**src/rtl/core/stbs_pkg.sv**
```systemverilog
package stbs_pkg;

  localparam int unsigned DefaultTableDepth = 1024;
  localparam int unsigned CountWidth        = 11;
  localparam int unsigned IndexWidth        = 10;
  localparam int unsigned ValueWidth        = 32;

  typedef enum logic {
    CMD_LOAD   = 1'b0,
    CMD_SEARCH = 1'b1
  } cmd_e;

  typedef enum logic [1:0] {
    ST_IDLE,
    ST_ISSUE,
    ST_CMP
  } state_e;

  typedef struct packed {
    cmd_e                         command;
    logic [IndexWidth-1:0]        entry_index;
    logic signed [ValueWidth-1:0] entry_value;
    logic signed [ValueWidth-1:0] search_key;
  } in_item_t;

  typedef struct packed {
    logic                  found;
    logic [IndexWidth-1:0] position;
  } out_item_t;

  typedef struct packed {
    logic load_we;
    logic init;
    logic issue;
    logic step;
    logic report_hit;
    logic report_miss;
  } ctrl_cmd_t;

  typedef struct packed {
    logic range_nonempty;
    logic hit;
    logic next_nonempty;
  } dp_status_t;

endpackage

```
**src/rtl/core/stbs_ctrl.sv**
```systemverilog
module stbs_ctrl (
  input  logic                clk_i,
  input  logic                rst_ni,
  input  logic                start,
  input  stbs_pkg::cmd_e      command_i,
  input  stbs_pkg::dp_status_t status_i,
  output logic                busy,
  output stbs_pkg::ctrl_cmd_t cmd_o
);

  stbs_pkg::state_e state_q, state_d;

  always_ff @(posedge clk_i or negedge rst_ni) begin
    if (!rst_ni) begin
      state_q <= stbs_pkg::ST_IDLE;
    end else begin
      state_q <= state_d;
    end
  end

  always_comb begin
    state_d = state_q;
    unique case (state_q)
      stbs_pkg::ST_IDLE: begin
        if (start && command_i == stbs_pkg::CMD_SEARCH) begin
          state_d = stbs_pkg::ST_ISSUE;
        end
      end
      stbs_pkg::ST_ISSUE: begin
        if (status_i.range_nonempty) begin
          state_d = stbs_pkg::ST_CMP;
        end else begin
          state_d = stbs_pkg::ST_IDLE;
        end
      end
      stbs_pkg::ST_CMP: begin
        if (status_i.hit || !status_i.next_nonempty) begin
          state_d = stbs_pkg::ST_IDLE;
        end
      end
      default: begin
        state_d = stbs_pkg::ST_IDLE;
      end
    endcase
  end

  always_comb begin
    cmd_o = '0;
    busy  = 1'b1;
    unique case (state_q)
      stbs_pkg::ST_IDLE: begin
        busy          = 1'b0;
        cmd_o.load_we = start && command_i == stbs_pkg::CMD_LOAD;
        cmd_o.init    = start && command_i == stbs_pkg::CMD_SEARCH;
      end
      stbs_pkg::ST_ISSUE: begin
        cmd_o.issue       = status_i.range_nonempty;
        cmd_o.report_miss = !status_i.range_nonempty;
      end
      stbs_pkg::ST_CMP: begin
        cmd_o.report_hit  = status_i.hit;
        cmd_o.step        = !status_i.hit && status_i.next_nonempty;
        cmd_o.report_miss = !status_i.hit && !status_i.next_nonempty;
      end
      default: begin
        busy = 1'b1;
      end
    endcase
  end

endmodule

```
**config.mk**
```make
export PLATFORM = sky130hd
export DESIGN_NAME = stbs_ctrl
export DESIGN_NICKNAME = d
export VERILOG_FILES = /design/src/rtl/core/stbs_pkg.sv /design/src/rtl/core/stbs_ctrl.sv
export SDC_FILE = /design/constraint.sdc
export NUM_CORES = 1
export LEC_CHECK = 0
export ABC_AREA = 1
export BUFFER_PORTS_ARGS = -buffer_cell sky130_fd_sc_hd__buf_4
export CAP_MARGIN = 15
export CORE_AREA = 4 4 41 43
export CTS_CLUSTER_SIZE = 30
export DETAILED_ROUTE_END_ITERATION = 16
export DIE_AREA = 0 0 45 47
export GPL_ROUTABILITY_DRIVEN = 0
export PLACE_DENSITY_LB_ADDON = 0.08
export SLEW_MARGIN = 10
export SYNTH_ARGS = -nofsm -noshare
export SYNTH_HDL_FRONTEND = slang
export SYNTH_SLANG_ARGS = --single-unit
```
**constraint.sdc**
```tcl
create_clock -name clk_i -period 1 [get_ports clk_i]
set_input_delay 0.2 -clock clk_i [delete_from_list [all_inputs] [get_ports clk_i]]
set_output_delay 0.2 -clock clk_i [all_outputs]
set_load 0.005 [all_outputs]
```
==> impl_results.md, run 1 <==
- Worst hold slack: about 0.30 ns
- Critical path endpoint category: primary output
- Clock sink total: 2
- Synthesized flop and latch total: 2
- Antenna Diode Count: 0
- Row cnt: 13
- Antenna violations before repair: 0
- Syn Std Cell Area: about 220 um2
- Met3 wire len: 37 um
- Routed via count: 267
- Gr usage total: approximately 6.3%
- DRC violation count after routing: 0
- Highest metal layer used by the detailed router: met3
- Rel. slew slack: around nine tenths
- Crit path kind: reg -> out
- Fmax: 0.7004 GHz
- CTS Buffer Depth: 2
- Required arrival time at the worst endpoint: about 0.80 ns
- Wire length of the first global-routing pass: roughly 900 um
- Root buffer selected by CTS: sky130_fd_sc_hd__clkbuf_4
- Synthesis-to-finish area growth: 117.1%
- Count of maximum capacitance violations: 0
- Power per cell area: approximately 2600 mW/mm2
- Register ranked first by flip-flop count: state_q
- Worst Path Arrival: about 1.2 ns
- FF-to-FF setup slack: -0.13 ns
- Die boundary height: approximately 47 um
- Initial standard-cell utilization of the core: between 15 and 20%
- Mapped Avg Cell Area: approximately 6.6 um2
- Final Hold Vio Count: 0
- Cell depth of the worst flop-to-flop path: 7
- Setup WS pre-CTS: -0.1857 ns
- Yosys warns: 0
- Number of buffers inserted during clock tree synthesis: 3
- Total routed wirelength: ~600 um
- Area share of the leading cell type in the synthesized netlist: between 20 and 25%
- Post-synth top area cell: sky130_fd_sc_hd__dfrtp_1
- Average wire length per cell after detail routing: about 9 um
- Failing checks: negative setup slack
- Multi-input gate area in the final layout: approximately 210 um2
- Count of pins on the block boundary: 14
- Wire length the detailed router placed on met1: between 200 and 250 um
- Main area contributors after synthesis: sky130_fd_sc_hd__dfrtp_1 (23%), sky130_fd_sc_hd__ha_1 (23%), sky130_fd_sc_hd__nand2_1 (17%)
- Die width: between 40 and 50 um
- CTS tree: yes
- Category of the worst setup path launch point: flip-flop
- Sequential cell area fraction in the yosys report: a little under a quarter
- Pins over their slew limit: 0
- Distinct cells, synth: 9
- Total number of nets in the final design: 67
- CTS clock-pin slew for the worst setup and hold paths: about 0.030 ns
- Sequential Area: between 50 and 60 um2
- Setup total negative slack: -2.634 ns
- Final period utilization: 142.8%
- Power after layout: ~1.2 mW
- Unrepaired setup endpoints after global routing: true
- Top fanout value on the critical path: 3
- Cells after DPL: between 60 and 70
- Routed length on met2: 337 um
- Clock latency at the later pin of the worst-skew pair: ~0.22 ns
- Final non-filler cell total: slightly below 70
- Registers with the most flip-flops: state_q: 2 flops
- Remaining antenna violation count: 0
- CTS H-tree depth: 1
- Maximum vdd ir drop: between 1 and 1.5 mV
- Static leakage: 0.2504 nW
- Remaining Overflow, GRT: 0
- Actual transition at the worst max-transition pin: about 0.13 ns
- Ratio of routed vias to standard cells: roughly 3.9
- Initial DRC Count: 1
- Share of cells above drive strength 1: between 70 and 80%
- Number of buffers added on ports: 13
- Number of endpoints failing setup at the final stage: 9
- Placed wire-length estimate: approximately 470 um
- Area enclosed by the die boundary: 0.002115 mm2
- Status: finished with violations
- Number of flip-flops under the largest register name: 2
- Largest net degree at the start of global routing: 5
- Total core area: 0.001301 mm2
- Cell count after synthesis: 33
- Final worst-path setup slack: -0.4278 ns
- Fillers: roughly 150
- Post-route minimum period: around 1.4 ns
- Kind of path behind the tightest hold check: in -> async
- Number of global-route vias before repair: 244
- Synthesized net count: between 40 and 50
- Clock Skew: around 0.003 ns
- DRT Pass-1 Iters: 2
routing by layer:
layer	global-route usage [%]	vias to the layer above
met2	10.17	7
li1	-	140
met4	7.018	0
met5	0	-
met3	2.299	0
met1	5.923	120
final timing paths:
path | startpoint | endpoint
min in group clk_i | status_i[2] | state_q[1]$_DFFE_PN0P_
max in group asynchronous | rst_ni | state_q[1]$_DFFE_PN0P_
max | state_q[0]$_DFFE_PN0P_ | cmd_o[0]
max reg2reg | state_q[1]$_DFFE_PN0P_ | state_q[1]$_DFFE_PN0P_
min reg2reg | state_q[0]$_DFFE_PN0P_ | state_q[0]$_DFFE_PN0P_
min | rst_ni | state_q[0]$_DFFE_PN0P_
cells in the mapped netlist (all sizes together):
master / instances
a21boi: 1
dfrtp: 2
nand3: 3
ha: 4
nor2: 3
nand2: 12
inv: 8
timing repair:
item / CTS / global route
pin swaps: 0 / 6
endpoints found under the hold margin: 2 / 0
setup endpoints to repair: 9 / 9
hold buffers: 1 / 0
resized for setup: 0 / 17
buffers inserted: 0 / 3
cloned: 0 / 0
worst max-delay path, cell delays in order, from the launching register on:
cell and delay [ns]:
sky130_fd_sc_hd__dfrtp_1 0.40, sky130_fd_sc_hd__inv_2 0.13, sky130_fd_sc_hd__ha_4 0.21, sky130_fd_sc_hd__a21boi_2 0.14, sky130_fd_sc_hd__buf_4 0.13
stage by stage:
step | util [%] | cell area [um2]
global placement | 26.83 | 349.1
CTS | 29.33 | 381.6
floorplan | - | 225.2
finish | 36.54 | 475.5
global route | 36.54 | 475.5
detailed placement | 26.83 | 349.1
cells in the final DEF (no fill, tap or decap):
master / Yosys / layout
sky130_fd_sc_hd__nand3_4: 0 / 1
sky130_fd_sc_hd__nand3_2: 1 / 1
sky130_fd_sc_hd__buf_4: 0 / 14
sky130_fd_sc_hd__ha_2: 0 / 1
sky130_fd_sc_hd__nand3_1: 2 / 1
sky130_fd_sc_hd__dfrtp_1: 2 / 2
sky130_fd_sc_hd__inv_1: 8 / 3
sky130_fd_sc_hd__dlygate4sd3_1: 0 / 1
sky130_fd_sc_hd__clkbuf_4: 0 / 3
sky130_fd_sc_hd__inv_2: 0 / 5
sky130_fd_sc_hd__nor2_2: 0 / 2
sky130_fd_sc_hd__a21boi_2: 0 / 1
sky130_fd_sc_hd__buf_6: 0 / 3
sky130_fd_sc_hd__nand2_2: 2 / 4
sky130_fd_sc_hd__ha_4: 0 / 3
sky130_fd_sc_hd__nor2_1: 3 / 1
sky130_fd_sc_hd__nand2_1: 10 / 8
power breakdown:
part / total (mW) / switching [mW] / internal (mW)
clock network: 0.176 / 0.0438 / 0.132
logic: 0.896 / 0.407 / 0.489
registers: 0.159 / 0.0349 / 0.124
total: 1.23 / 0.486 / 0.746
cell type report:
type                       count  share of cell area, %
clock buffer                   3                  4.737
multi-input combinational     23                  43.16
sequential                     2                  10.53
timing repair buffer          18                  31.32
tap                           15                  3.947
inverter                       8                  6.316
logic make-up (layout without fill, tap and decap cells):
group,Yosys count,in the layout,synth area share (%)
adder cells (fa/ha/maj),4,4,22.86
AND/OR/NAND/NOR,18,18,37.14
flip-flops,2,2,22.86
buffers and inverters,8,29,13.71
AO/OA/AOI/OAI,1,1,3.430
No activity file was read; power rests on OpenSTA's default activity.
==> run 2: changes to the inputs <==
==> constraint.sdc (replaced) <==
create_clock -name clk_i -period 1.45 [get_ports clk_i]
set_input_delay 0.29 -clock clk_i [delete_from_list [all_inputs] [get_ports clk_i]]
set_output_delay 0.29 -clock clk_i [all_outputs]
set_load 0.1 [all_outputs]
==> impl_results.md, run 2 (same netlist as run 1, synthesis figures left out) <==
- Most frequent standard cell in the layout excluding fill and tap cells: sky130_fd_sc_hd__buf_4
- Category of the worst setup path launch point: flip-flop
- Post-route minimum period: roughly 1.6 ns
- Final non-filler cell total: just under 70
- Number of buffers added on ports: 13
- CTS Buffer Depth: 2
- Required arrival time at the worst endpoint: 1.16 ns
- Crit path kind: reg -> out
- Total routed wirelength: between 600 and 700 um
- Total core area: around 0.0013 mm2
- Fmax: between 0.6 and 0.7 GHz
- Rel. slew slack: 86.58%
- Share of cells above drive strength 1: 74.07%
- Final period utilization: 110.1%
- Average wire length per cell after detail routing: 8.986 um
- Placed wire-length estimate: 506.2 um
- Initial DRC Count: 3
- Area enclosed by the die boundary: 0.002115 mm2
- Final Hold Vio Count: 0
- Status: finished with violations
- CTS clock-pin slew for the worst setup and hold paths: 0.03 ns
- Kind of path behind the tightest hold check: in -> async
- Unrepaired setup endpoints after global routing: true
- Worst Path Arrival: roughly 1.3 ns
- Final Util: between 40% and 50%
- Number of buffers inserted during clock tree synthesis: 3
- Setup WS pre-CTS: -0.01677 ns
- Most frequent cells in the layout: sky130_fd_sc_hd__buf_4 (10), sky130_fd_sc_hd__nand2_1 (6), sky130_fd_sc_hd__buf_12 (6), sky130_fd_sc_hd__nand2_2 (4)
- Antenna violations before repair: 0
- Clock Skew: ~0.0020 ns
- Registers with the most flip-flops: state_q: 2 flops
- Top fanout value on the critical path: 3
- Final worst-path setup slack: -0.1463 ns
- Ratio of routed vias to standard cells: about 4.0
- Count of maximum capacitance violations: 0
- Number of global-route vias before repair: between 200 and 300
- Initial standard-cell utilization of the core: ~17%
- Largest net degree at the start of global routing: 4
- Actual transition at the worst max-transition pin: about 0.2 ns
- Remaining antenna violation count: 0
- CTS H-tree depth: 1
- Count of pins on the block boundary: 14
- Number of endpoints failing setup at the final stage: 6
- Critical path endpoint category: primary output
- Antenna Diode Count: 0
- Total number of nets in the final design: 67
- Pins over their slew limit: 0
- Clock latency at the later pin of the worst-skew pair: around 0.22 ns
- Wire length of the first global-routing pass: ~1100 um
- Row cnt: 13
- Root buffer selected by CTS: sky130_fd_sc_hd__clkbuf_4
- Area of all placed cells without fillers: slightly below 600 um2
- Die boundary height: approximately 47 um
- Synthesis-to-finish area growth: 164.6%
- DRC violation count after routing: 0
- Die width: about 45 um
- Failing checks: negative setup slack
- Remaining Overflow, GRT: 0
- Number of flip-flops under the largest register name: 2
- Register ranked first by flip-flop count: state_q
- Total cell area at the placement stage: between 300 and 400 um2
- Cells after DPL: 62
- Routed via count: 275
- CTS tree: yes
- Gr usage total: 6.867%
- Clock sink total: 2
- DRT Pass-1 Iters: 2
==> run 2: worst max-delay path: stages (launching register included) <==
cell,delay [ns]
sky130_fd_sc_hd__dfrtp_1,0.39
sky130_fd_sc_hd__inv_2,0.12
sky130_fd_sc_hd__ha_4,0.17
sky130_fd_sc_hd__nand2_4,0.05
sky130_fd_sc_hd__a21boi_4,0.16
sky130_fd_sc_hd__buf_12,0.19
==> run 2: per-stage QoR <==
step	hold WS (ns)	setup TNS, ns
5_1_grt	0.4036	-1.006
2_1_floorplan	-0.005591	-1.080
6_report	0.3920	-0.7345
4_1_cts	0.3874	-0.7518
3_3_place_gp	0.07273	0
3_5_place_dp	0.07361	-0.01677
==> run 2: area by class of cell <==
type,instances,area [um2]
flip-flops and latches,2,50.05
clock buffers,3,22.52
multi-input cells,23,227.7
repair buffers,18,216.5
fillers,137,721.9
inverters,8,43.79
well taps,15,18.77
==> run 2: what timing repair did <==
item,CTS,global route
pin swaps,4,4
resized for setup,23,8
setup buffers,3,0
endpoints found under the setup margin,7,7
hold buffers,1,0
hold endpoints to repair,2,0
==> run 2: path summary, 6_finish.rpt <==
path                       slack [ns]                     end                   start  cells after the start
setup reg to reg                 0.24  state_q[0]$_DFFE_PN0P_  state_q[1]$_DFFE_PN0P_                      7
max in group asynchronous        0.97  state_q[0]$_DFFE_PN0P_                  rst_ni                      2
setup / recovery                -0.15                cmd_o[0]  state_q[1]$_DFFE_PN0P_                      5
min in group clk_i               0.44  state_q[1]$_DFFE_PN0P_             status_i[2]                      5
hold reg to reg                  0.52  state_q[0]$_DFFE_PN0P_  state_q[0]$_DFFE_PN0P_                      2
hold / removal                   0.39  state_q[1]$_DFFE_PN0P_                  rst_ni                      2
==> run 2: layer usage <==
metal | GRT usage [%] | vias up | part of all wire (%)
met4 | 3.509 | 0 | 0
met2 | 12.43 | 12 | 51
li1 | - | 139 | -
met5 | 0 | - | 0
met3 | 1.916 | 0 | 14
met1 | 7.256 | 124 | 35
Power of run 2 is not shown: default switching activity piles up to over one toggle a cycle in this logic, so the estimate is an artifact.
